**config.mk**
```make
export PLATFORM = sky130hd
export DESIGN_NAME = lagrange_basis_weights_flat
export DESIGN_NICKNAME = d
export VERILOG_FILES = /design/src/hdl/lbw_pkg.sv /design/src/hdl/lbw_if.sv /design/src/hdl/lbw_ram.sv /design/src/hdl/lbw_mul.sv /design/src/hdl/lbw_div.sv /design/src/hdl/lagrange_basis_weights.sv /design/src/flat_wrapper.sv
export SDC_FILE = /design/constraint.sdc
export NUM_CORES = 2
export LEC_CHECK = 0
export BUFFER_PORTS_ARGS = -buffer_cell sky130_fd_sc_hd__buf_2
export CORE_MARGIN = 5
export CORE_UTILIZATION = 60
export CTS_BUF_LIST = sky130_fd_sc_hd__clkbuf_2
export DETAILED_ROUTE_END_ITERATION = 16
export GPL_TIMING_DRIVEN = 0
export PLACE_DENSITY = 0.83
export SLEW_MARGIN = 40
export SYNTH_ARGS = -nofsm -noshare
export SYNTH_HDL_FRONTEND = slang
export SYNTH_HIERARCHICAL = 1
export SYNTH_SLANG_ARGS = --single-unit
export TNS_END_PERCENT = 30
```
**constraint.sdc**
```tcl
create_clock -name i_clk -period 14.12 [get_ports i_clk]
set_input_delay 4.236 -clock i_clk [delete_from_list [all_inputs] [get_ports i_clk]]
set_output_delay 4.236 -clock i_clk [all_outputs]
set_load 0.1 [all_outputs]
```
**src/hdl/lbw_pkg.sv**
```systemverilog
// lbw_pkg: shared types, constants and Q8.24 helpers for the Lagrange basis block.
// No dependencies.
package lbw_pkg;

    localparam int CFG_W = 5;    // nodes_in_use register width
    localparam int IDX_W = 4;    // node_index / weight_index width
    localparam int Q_W   = 32;   // Q8.24 word width

    localparam logic signed [Q_W-1:0] ONE_Q = 32'sh0100_0000;
    localparam logic signed [Q_W-1:0] Q_MAX = 32'sh7FFF_FFFF;
    localparam logic signed [Q_W-1:0] Q_MIN = 32'sh8000_0000;

    localparam logic CMD_LOAD = 1'b0;
    localparam logic CMD_EVAL = 1'b1;

    typedef logic signed [Q_W-1:0]   t_q;
    typedef logic signed [2*Q_W-1:0] t_prod;

    // a - b exact, saturated to 32 bits
    function automatic t_q diff_sat(input t_q a, input t_q b);
        logic signed [Q_W:0] d;
        begin
            d = {a[Q_W-1], a} - {b[Q_W-1], b};
            if (d > 33'sh0_7FFF_FFFF) begin
                diff_sat = Q_MAX;
            end else if (d < -33'sh0_8000_0000) begin
                diff_sat = Q_MIN;
            end else begin
                diff_sat = d[Q_W-1:0];
            end
        end
    endfunction

    // (p + 2^23) floor-shifted by 24, saturated
    function automatic t_q round_sat(input t_prod p);
        t_prod s;
        t_prod t;
        begin
            s = p + 64'sd8388608;
            t = s >>> 24;
            if (t > 64'sh0000_0000_7FFF_FFFF) begin
                round_sat = Q_MAX;
            end else if (t < -64'sh0000_0000_8000_0000) begin
                round_sat = Q_MIN;
            end else begin
                round_sat = t[Q_W-1:0];
            end
        end
    endfunction

endpackage

```
**src/hdl/lbw_if.sv**
```systemverilog
// lbw_if: valid/ready channel interfaces for input and result words.
// Depends on lbw_pkg.
interface lbw_in_if;
    logic                          valid;
    logic                          ready;
    logic                          command;
    logic [lbw_pkg::IDX_W-1:0]     node_index;
    logic signed [lbw_pkg::Q_W-1:0] value;

    modport source (output valid, command, node_index, value, input ready);
    modport sink   (input valid, command, node_index, value, output ready);
endinterface

interface lbw_out_if;
    logic                          valid;
    logic                          ready;
    logic signed [lbw_pkg::Q_W-1:0] weight;
    logic [lbw_pkg::IDX_W-1:0]     weight_index;
    logic                          last;
    logic                          zero_denominator;

    modport source (output valid, weight, weight_index, last, zero_denominator, input ready);
    modport sink   (input valid, weight, weight_index, last, zero_denominator, output ready);
endinterface

```
**src/hdl/lbw_ram.sv**
```systemverilog
// lbw_ram: generic single-write, single-read RAM with registered read data.
// No dependencies.
module lbw_ram #(
    parameter int WIDTH = 32,
    parameter int DEPTH = 16
) (
    input  logic                                 i_clk,
    input  logic                                 i_we,
    input  logic [(DEPTH > 1 ? $clog2(DEPTH) : 1)-1:0] i_waddr,
    input  logic [WIDTH-1:0]                     i_wdata,
    input  logic [(DEPTH > 1 ? $clog2(DEPTH) : 1)-1:0] i_raddr,
    output logic [WIDTH-1:0]                     o_rdata
);
    logic [WIDTH-1:0] r_mem [DEPTH];
    logic [WIDTH-1:0] r_rdata;

    always_ff @(posedge i_clk) begin
        if (i_we) begin
            r_mem[i_waddr] <= i_wdata;
        end
        r_rdata <= r_mem[i_raddr];
    end

    assign o_rdata = r_rdata;
endmodule

```
**src/hdl/lbw_mul.sv**
```systemverilog
// lbw_mul: shared signed 32x32 multiplier with registered 64-bit product.
// Depends on lbw_pkg.
module lbw_mul (
    input  logic          i_clk,
    input  logic          i_en,
    input  lbw_pkg::t_q   i_a,
    input  lbw_pkg::t_q   i_b,
    output lbw_pkg::t_prod o_p
);
    import lbw_pkg::*;

    t_prod r_p;

    always_ff @(posedge i_clk) begin
        if (i_en) begin
            r_p <= t_prod'(i_a) * t_prod'(i_b);
        end
    end

    assign o_p = r_p;
endmodule

```
**src/hdl/lbw_div.sv**
```systemverilog
// lbw_div: radix-2 restoring divider for 2^48 / d, truncated, saturated to Q8.24.
// Depends on lbw_pkg. 49 iterations; done pulses when the quotient is ready.
module lbw_div (
    input  logic        i_clk,
    input  logic        i_rst_n,
    input  logic        i_start,
    input  lbw_pkg::t_q i_den,
    output logic        o_done,
    output lbw_pkg::t_q o_quot
);
    import lbw_pkg::*;

    localparam int QB = 49;

    logic          r_busy, n_busy;
    logic          r_done, n_done;
    logic [5:0]    r_cnt, n_cnt;
    logic [31:0]   r_rem, n_rem;
    logic [31:0]   r_dm, n_dm;
    logic [QB-1:0] r_q, n_q;
    logic          r_neg, n_neg;
    logic [32:0]   sh;

    always_comb begin
        n_busy = r_busy;
        n_done = 1'b0;
        n_cnt  = r_cnt;
        n_rem  = r_rem;
        n_dm   = r_dm;
        n_q    = r_q;
        n_neg  = r_neg;
        sh     = {r_rem, (r_cnt == 6'd48)};
        if (i_start) begin
            n_busy = 1'b1;
            n_cnt  = 6'd48;
            n_rem  = '0;
            n_q    = '0;
            n_neg  = i_den[31];
            n_dm   = i_den[31] ? 32'(~i_den + 32'd1) : 32'(i_den);
        end else if (r_busy) begin
            if (sh >= {1'b0, r_dm}) begin
                n_rem = 32'(sh - {1'b0, r_dm});
                n_q   = {r_q[QB-2:0], 1'b1};
            end else begin
                n_rem = sh[31:0];
                n_q   = {r_q[QB-2:0], 1'b0};
            end
            if (r_cnt == 6'd0) begin
                n_busy = 1'b0;
                n_done = 1'b1;
            end else begin
                n_cnt = r_cnt - 6'd1;
            end
        end
    end

    always_ff @(posedge i_clk) begin
        if (!i_rst_n) begin
            r_busy <= 1'b0;
            r_done <= 1'b0;
        end else begin
            r_busy <= n_busy;
            r_done <= n_done;
        end
        r_cnt <= n_cnt;
        r_rem <= n_rem;
        r_dm  <= n_dm;
        r_q   <= n_q;
        r_neg <= n_neg;
    end

    always_comb begin
        if (r_neg) begin
            if (r_q > 49'h0_8000_0000) begin
                o_quot = Q_MIN;
            end else begin
                o_quot = 32'(~r_q + 49'd1);
            end
        end else begin
            if (r_q > 49'h0_7FFF_FFFF) begin
                o_quot = Q_MAX;
            end else begin
                o_quot = r_q[31:0];
            end
        end
    end

    assign o_done = r_done;
endmodule

```
**src/hdl/lagrange_basis_weights.sv**
```systemverilog
// lagrange_basis_weights: top level, sequencer around one shared multiplier
// and one iterative divider. Depends on lbw_pkg, lbw_if, lbw_ram, lbw_mul, lbw_div.
//
// Use:
//   i_word carries load words (command 0: node_index, value = node x in Q8.24)
//   and evaluate words (command 1: value = position p). A load produces nothing.
//   An evaluate produces one result word per node in use on o_word, ascending
//   node order, last set on the final node. nodes_in_use is written through
//   i_cfg_we / i_cfg_wdata; the user must write it only while idle, which the
//   block does not enforce. 0 acts as 1, values above MAX_NODES act as MAX_NODES.
// Sequence:
//   The first evaluate after a load or register write first rebuilds the
//   reciprocals: per node a product of differences on the shared multiplier,
//   then a divide (skipped when the denominator is zero).
//   Each weight then takes the product of (p - x_j), a multiply by the
//   reciprocal and a round, then the output handshake (a zero-denominator
//   node goes straight to the output handshake with weight 0).
//   The shared multiplier, each factor a multiply then a round, sets the pace.
// Reset: synchronous, active low; clears nodes_in_use to 1, the zero flags and
//   the reciprocal-valid flag. Node and reciprocal RAMs are not cleared.
// Stall: i_word.ready is low for the whole evaluate; a result waits in the
//   output register while o_word.ready is low, and the sequencer holds.
module lagrange_basis_weights #(
    parameter int MAX_NODES = 16
) (
    input  logic                        i_clk,
    input  logic                        i_rst_n,
    lbw_in_if.sink                      i_word,
    lbw_out_if.source                   o_word,
    input  logic                        i_cfg_we,
    input  logic [lbw_pkg::CFG_W-1:0]   i_cfg_wdata
);
    import lbw_pkg::*;

    localparam int IW = (MAX_NODES > 1) ? $clog2(MAX_NODES) : 1;
    localparam int CW = $clog2(MAX_NODES + 1) + 1;   // counters incl. n+1

    typedef enum logic [13:0] {
        S_IDLE  = 14'b00000000000001,
        S_RADI  = 14'b00000000000010,   // read node i
        S_RXI   = 14'b00000000000100,   // latch x_i, read first j
        S_RMUL  = 14'b00000000001000,
        S_RRND  = 14'b00000000010000,
        S_RDIV  = 14'b00000000100000,
        S_RWAIT = 14'b00000001000000,
        S_ESTA  = 14'b00000010000000,
        S_EMUL  = 14'b00000100000000,
        S_ERND  = 14'b00001000000000,
        S_ERCP  = 14'b00010000000000,   // read reciprocal i
        S_EWM   = 14'b00100000000000,
        S_EWR   = 14'b01000000000000,
        S_EOUT  = 14'b10000000000000
    } t_state;

    t_state             r_state, n_state;
    logic [CFG_W-1:0]   r_cfg;
    logic               r_rvalid, n_rvalid;
    logic [MAX_NODES-1:0] r_zflag, n_zflag;
    logic [CW-1:0]      r_i, n_i;
    logic [CW-1:0]      r_j, n_j;
    t_q                 r_acc, n_acc;
    t_q                 r_xi, n_xi;
    t_q                 r_pos, n_pos;
    t_q                 r_weight, n_weight;
    logic               r_zd, n_zd;

    logic [CW-1:0]      n_eff;
    logic [CW-1:0]      j_first, j_next, j_inc;
    logic [IW-1:0]      node_raddr;
    t_q                 node_rd, recip_rd;
    logic               node_we, recip_we;
    t_q                 recip_wdata;
    logic               mul_en;
    t_q                 mul_b;
    t_prod              mul_p;
    logic               div_start, div_done;
    t_q                 div_quot;
    logic               load_ok;

    // effective node count
    always_comb begin
        if (r_cfg == '0) begin
            n_eff = CW'(1);
        end else if (32'(r_cfg) > MAX_NODES) begin
            n_eff = CW'(MAX_NODES);
        end else begin
            n_eff = CW'(r_cfg);
        end
    end

    // inner index walks 0..n-1 skipping i
    assign j_first = (r_i == '0) ? CW'(1) : CW'(0);
    assign j_inc   = r_j + CW'(1);
    assign j_next  = (j_inc == r_i) ? (r_j + CW'(2)) : j_inc;

    assign load_ok = (32'(i_word.node_index) < MAX_NODES);
    assign node_we = (r_state == S_IDLE) && i_word.valid
                   && (i_word.command == CMD_LOAD) && load_ok;

    always_comb begin
        case (r_state)
            S_RADI:        node_raddr = r_i[IW-1:0];
            S_RXI, S_ESTA: node_raddr = j_first[IW-1:0];
            default:       node_raddr = j_next[IW-1:0];
        endcase
    end

    lbw_ram #(.WIDTH(Q_W), .DEPTH(MAX_NODES)) u_node_ram (
        .i_clk   (i_clk),
        .i_we    (node_we),
        .i_waddr (IW'(i_word.node_index)),
        .i_wdata (i_word.value),
        .i_raddr (node_raddr),
        .o_rdata (node_rd)
    );

    lbw_ram #(.WIDTH(Q_W), .DEPTH(MAX_NODES)) u_recip_ram (
        .i_clk   (i_clk),
        .i_we    (recip_we),
        .i_waddr (r_i[IW-1:0]),
        .i_wdata (recip_wdata),
        .i_raddr (r_i[IW-1:0]),
        .o_rdata (recip_rd)
    );

    always_comb begin
        case (r_state)
            S_RMUL:  mul_b = diff_sat(r_xi, node_rd);
            S_EMUL:  mul_b = diff_sat(r_pos, node_rd);
            default: mul_b = recip_rd;
        endcase
    end
    assign mul_en = (r_state == S_RMUL) || (r_state == S_EMUL) || (r_state == S_EWM);

    lbw_mul u_mul (
        .i_clk (i_clk),
        .i_en  (mul_en),
        .i_a   (r_acc),
        .i_b   (mul_b),
        .o_p   (mul_p)
    );

    assign div_start = (r_state == S_RDIV) && (r_acc != '0);

    lbw_div u_div (
        .i_clk   (i_clk),
        .i_rst_n (i_rst_n),
        .i_start (div_start),
        .i_den   (r_acc),
        .o_done  (div_done),
        .o_quot  (div_quot)
    );

    // sequencer
    always_comb begin
        n_state     = r_state;
        n_rvalid    = r_rvalid;
        n_zflag     = r_zflag;
        n_i         = r_i;
        n_j         = r_j;
        n_acc       = r_acc;
        n_xi        = r_xi;
        n_pos       = r_pos;
        n_weight    = r_weight;
        n_zd        = r_zd;
        recip_we    = 1'b0;
        recip_wdata = div_quot;
        case (r_state)
            S_IDLE: begin
                if (i_word.valid) begin
                    if (i_word.command == CMD_LOAD) begin
                        if (load_ok) begin
                            n_rvalid = 1'b0;
                        end
                    end else begin
                        n_pos   = i_word.value;
                        n_i     = '0;
                        n_state = r_rvalid ? S_ESTA : S_RADI;
                    end
                end
            end
            S_RADI: n_state = S_RXI;
            S_RXI: begin
                n_xi  = node_rd;
                n_acc = ONE_Q;
                n_j   = j_first;
                n_state = (j_first >= n_eff) ? S_RDIV : S_RMUL;
            end
            S_RMUL: n_state = S_RRND;
            S_RRND: begin
                n_acc = round_sat(mul_p);
                n_j   = j_next;
                n_state = (j_next >= n_eff) ? S_RDIV : S_RMUL;
            end
            S_RDIV, S_RWAIT: begin
                if ((r_state == S_RDIV && r_acc == '0)
                        || (r_state == S_RWAIT && div_done)) begin
                    recip_we = 1'b1;
                    n_zflag[r_i[IW-1:0]] = (r_state == S_RDIV);
                    recip_wdata = (r_state == S_RDIV) ? t_q'(0) : div_quot;
                    if (r_i + CW'(1) == n_eff) begin
                        n_i      = '0;
                        n_rvalid = 1'b1;
                        n_state  = S_ESTA;
                    end else begin
                        n_i     = r_i + CW'(1);
                        n_state = S_RADI;
                    end
                end else if (r_state == S_RDIV) begin
                    n_state = S_RWAIT;
                end
            end
            S_ESTA: begin
                n_acc = ONE_Q;
                n_j   = j_first;
                if (r_zflag[r_i[IW-1:0]]) begin
                    n_weight = '0;
                    n_zd     = 1'b1;
                    n_state  = S_EOUT;
                end else begin
                    n_zd    = 1'b0;
                    n_state = (j_first >= n_eff) ? S_ERCP : S_EMUL;
                end
            end
            S_EMUL: n_state = S_ERND;
            S_ERND: begin
                n_acc = round_sat(mul_p);
                n_j   = j_next;
                n_state = (j_next >= n_eff) ? S_ERCP : S_EMUL;
            end
            S_ERCP: n_state = S_EWM;
            S_EWM:  n_state = S_EWR;
            S_EWR: begin
                n_weight = round_sat(mul_p);
                n_state  = S_EOUT;
            end
            S_EOUT: begin
                if (o_word.ready) begin
                    if (r_i + CW'(1) == n_eff) begin
                        n_state = S_IDLE;
                    end else begin
                        n_i     = r_i + CW'(1);
                        n_state = S_ESTA;
                    end
                end
            end
            default: n_state = S_IDLE;
        endcase
    end

    always_ff @(posedge i_clk) begin
        if (!i_rst_n) begin
            r_state  <= S_IDLE;
            r_cfg    <= CFG_W'(1);
            r_rvalid <= 1'b0;
            r_zflag  <= '0;
            r_i      <= '0;
        end else begin
            r_state  <= n_state;
            r_zflag  <= n_zflag;
            r_i      <= n_i;
            if (i_cfg_we) begin
                r_cfg    <= i_cfg_wdata;
                r_rvalid <= 1'b0;
            end else begin
                r_rvalid <= n_rvalid;
            end
        end
        r_j      <= n_j;
        r_acc    <= n_acc;
        r_xi     <= n_xi;
        r_pos    <= n_pos;
        r_weight <= n_weight;
        r_zd     <= n_zd;
    end

    assign i_word.ready            = (r_state == S_IDLE);
    assign o_word.valid            = (r_state == S_EOUT);
    assign o_word.weight           = r_weight;
    assign o_word.weight_index     = IDX_W'(r_i);
    assign o_word.last             = (r_i + CW'(1) == n_eff);
    assign o_word.zero_denominator = r_zd;

    a_zd_weight: assert property (@(posedge i_clk) disable iff (!i_rst_n)
        o_word.valid && o_word.zero_denominator |-> o_word.weight == '0)
        else $error("zero denominator with nonzero weight");

    a_eval_needs_recip: assert property (@(posedge i_clk) disable iff (!i_rst_n)
        r_state == S_ESTA |-> r_rvalid)
        else $error("evaluation without valid reciprocals");

    a_div_nonzero: assert property (@(posedge i_clk) disable iff (!i_rst_n)
        div_start |-> r_acc != '0)
        else $error("divider started on zero");

    a_out_index: assert property (@(posedge i_clk) disable iff (!i_rst_n)
        o_word.valid |-> r_i < n_eff)
        else $error("weight index beyond nodes in use");

    a_out_hold: assert property (@(posedge i_clk) disable iff (!i_rst_n)
        o_word.valid && !o_word.ready |=> o_word.valid && $stable(r_i))
        else $error("result dropped while stalled");

endmodule

```
**src/flat_wrapper.sv**
```systemverilog
// flat-port wrapper written by rule: the top's interface ports become plain ports
module lagrange_basis_weights_flat import lbw_pkg::*;
#(
    parameter int MAX_NODES = 16
)
  (i_clk, i_rst_n, i_cfg_we, i_cfg_wdata, i_word_valid, i_word_command, i_word_node_index, i_word_value, i_word_ready, o_word_valid, o_word_weight, o_word_weight_index, o_word_last, o_word_zero_denominator, o_word_ready);
  lbw_in_if i_word_i ();
  lbw_out_if o_word_i ();
  input  logic i_clk;
  input  logic i_rst_n;
  input  logic i_cfg_we;
  input  logic [lbw_pkg::CFG_W-1:0] i_cfg_wdata;
  input wire logic [$bits(i_word_i.valid)-1:0] i_word_valid;
  input wire logic [$bits(i_word_i.command)-1:0] i_word_command;
  input wire logic [$bits(i_word_i.node_index)-1:0] i_word_node_index;
  input wire logic [$bits(i_word_i.value)-1:0] i_word_value;
  output wire logic [$bits(i_word_i.ready)-1:0] i_word_ready;
  output wire logic [$bits(o_word_i.valid)-1:0] o_word_valid;
  output wire logic [$bits(o_word_i.weight)-1:0] o_word_weight;
  output wire logic [$bits(o_word_i.weight_index)-1:0] o_word_weight_index;
  output wire logic [$bits(o_word_i.last)-1:0] o_word_last;
  output wire logic [$bits(o_word_i.zero_denominator)-1:0] o_word_zero_denominator;
  input wire logic [$bits(o_word_i.ready)-1:0] o_word_ready;
  assign i_word_i.valid = i_word_valid;
  assign i_word_i.command = i_word_command;
  assign i_word_i.node_index = i_word_node_index;
  assign i_word_i.value = i_word_value;
  assign i_word_ready = i_word_i.ready;
  assign o_word_valid = o_word_i.valid;
  assign o_word_weight = o_word_i.weight;
  assign o_word_weight_index = o_word_i.weight_index;
  assign o_word_last = o_word_i.last;
  assign o_word_zero_denominator = o_word_i.zero_denominator;
  assign o_word_i.ready = o_word_ready;
  lagrange_basis_weights #(.MAX_NODES(MAX_NODES)) u_core (.i_clk(i_clk), .i_rst_n(i_rst_n), .i_word(i_word_i), .o_word(o_word_i), .i_cfg_we(i_cfg_we), .i_cfg_wdata(i_cfg_wdata));
endmodule
```
==> results.sh <==
export IMPL_hp_class="flip-flop to flip-flop"
export IMPL_path_max_fanout=10
export IMPL_highest_layer="met5"
export IMPL_cp_start_kind="flip-flop"
export IMPL_slew_limit_headroom=0.228
export IMPL_layout_commonest_cell="edfxtp_1"
export IMPL_rows=148
export IMPL_fin_crit_sh=0.977
export IMPL_viasPerCell=6.34
export IMPL_first_global_vias=73000
export IMPL_syn_area_mm2=0.0985
export IMPL_slowest_stage="a311oi_2"
export IMPL_met2_length_um=158000
export IMPL_cp_arrival_ns=15.13
export IMPL_peakVddDrop_mv=0.430
export IMPL_clkLatencyLatePin_ns=1.81
export IMPL_gp_congestion=1.04
export IMPL_crit_type="flip-flop to flip-flop"
export IMPL_post_cts_resized=0
export IMPL_grt_ovfl_total=0
export IMPL_max_freq_ghz=0.0725
export IMPL_wl_met1_um=115000
export IMPL_final_util=0.657
export IMPL_period_minus_slack_ns=13.80
export IMPL_fillers=11900
export IMPL_rsz0062_at_grt="no"
export IMPL_port_buffers=85
export IMPL_dp_hpwl_um=257000
export IMPL_first_pass_iters=6
export IMPL_dr_first_iter_drc_count=8206
export IMPL_start_util=0.604
export IMPL_met3_length_um=35000
export IMPL_final_layout_size_suffix_gt1_frac=0.146
export IMPL_cts_tree="yes"
export IMPL_grt_max_degree=39
export IMPL_grt_pass1_wl_um=490000
export IMPL_syn_num_nets=9548
export IMPL_finClkSkew_ns=0.278
export IMPL_clk_path_buf_depth=4
export IMPL_core_area_mm2=0.163
export IMPL_cts_num_sinks=1428
export IMPL_status="finished clean"
export IMPL_route_detailed_drc=0
export IMPL_tightest_slew_ns=1.16
export IMPL_final_cell_mix="edfxtp_1, inv_1, fa_1"
export IMPL_crit_required_ns=15.46
export IMPL_postCtsSetupBuffers=0
export IMPL_leakage_nw=43.8
export IMPL_cts_buffers_inserted=350
export IMPL_clk_pin_slew_worst_paths_ns=0.11
export IMPL_wl_um=340000
export IMPL_power_density_mw_per_mm2=167
export IMPL_setup_viol=0
export IMPL_area_growth_pct=8.69
export IMPL_ios=87
export IMPL_max_stage_delay_ns=0.79
export IMPL_yosysWarningCount=6
export IMPL_htree_levels=5
export IMPL_endpoint_kind="flip-flop"
export IMPL_root_buffer="clkbuf_2"
export IMPL_crit_top_cell="fa_1"
export IMPL_cap_viol_max_count=0
export IMPL_final_max_slew_viol_count=0
export IMPL_p_total_mw=17.8
export IMPL_die_height_um=415
export IMPL_dp_cells=10500
export IMPL_fin_cells=11100
export IMPL_syn_inst=8119
export IMPL_syn_mean_instance_area_um2=12.1
export IMPL_antenna_found_initial=43
export IMPL_nets=10100
export IMPL_dieArea_mm2=0.172
export IMPL_antenna_left=0
export IMPL_grtUsageTotal=0.394
export IMPL_holdWs_ns=0.410
export IMPL_vias=70600
export IMPL_wl_per_cell_um=30.5
export IMPL_final_hold_viol_count=0
export IMPL_die_x_um=415
-- worst paths after layout --
check                                startpoint              endpoint  slack [ns]  cells past startpoint
setup / recovery                u_core/r_xi[11]  u_core/u_mul/o_p[57]        0.32                     39
hold / removal    u_core/u_node_ram/o_rdata[11]       u_core/r_xi[11]        0.41                      0
setup reg to reg                u_core/r_xi[11]  u_core/u_mul/o_p[57]        0.32                     39
hold reg to reg   u_core/u_node_ram/o_rdata[11]       u_core/r_xi[11]        0.41                      0
-- what timing repair did --
item / in CTS / in global routing
hold buffers: 0 / 0
endpoints found under the setup margin: 0 / 1
endpoints found under the hold margin: 0 / 0
-- registers in the layout (all words and copies together) (netlist names), 41 cells and up --
| register | flops |
|---|---|
| u_core/u_div/r_q | 49 |
| u_core/u_mul/o_p | 41 |
| u_core/u_node_ram/r_mem | 512 |
| u_core/u_recip_ram/r_mem | 512 |
-- where the power goes --
part	switching (mW)	leakage [nW]	internal, mW	total (mW)
Sequential	0.0413	12.4	5.02	5.06
Clock	1.70	2.40	1.10	2.81
Combinational	6.16	29.0	3.82	9.97
-- stage by stage --
stage                     setup TNS [ns]  area [µm²]  setup WS, ns
after floorplan                        0       98500          3.77
after global placement            -0.308      102000        -0.273
after detailed placement               0      104000         0.727
after CTS                              0      107000         0.642
after global routing                   0      107000        0.0268
final                                  0      107000         0.322
-- critical path: cells and delay by family, from the launching register on --
| kind | cells | cell delay (ns) |
|---|---|---|
| xor+xnor | 1 | 0.14 |
| fa+ha+maj | 10 | 4.96 |
| buf+inv | 10 | 1.85 |
| compound gates | 15 | 5.47 |
| flops | 1 | 0.41 |
| simple gates | 3 | 0.60 |
-- metal layers --
layer	vias up	track usage
met2	5083	0.628
met3	1214	0.0898
met1	35600	0.475
li1	28800	-
met5	-	0
met4	16	0.288
-- final cells by class --
type,instances,area (µm²),share of cell area
clock buffers,507,2540,0.0237
plain buffers,410,1790,0.0167
inverters,1227,4610,0.0430
well taps,2175,2720,0.0254
repair buffers,221,2060,0.0192
clock inverters,92,578,0.00540
flip-flops and latches,1428,40900,0.382
diodes,29,72.6,0.000678
multi-input cells,5053,51800,0.484
No activity file was read; power rests on OpenSTA's default activity.
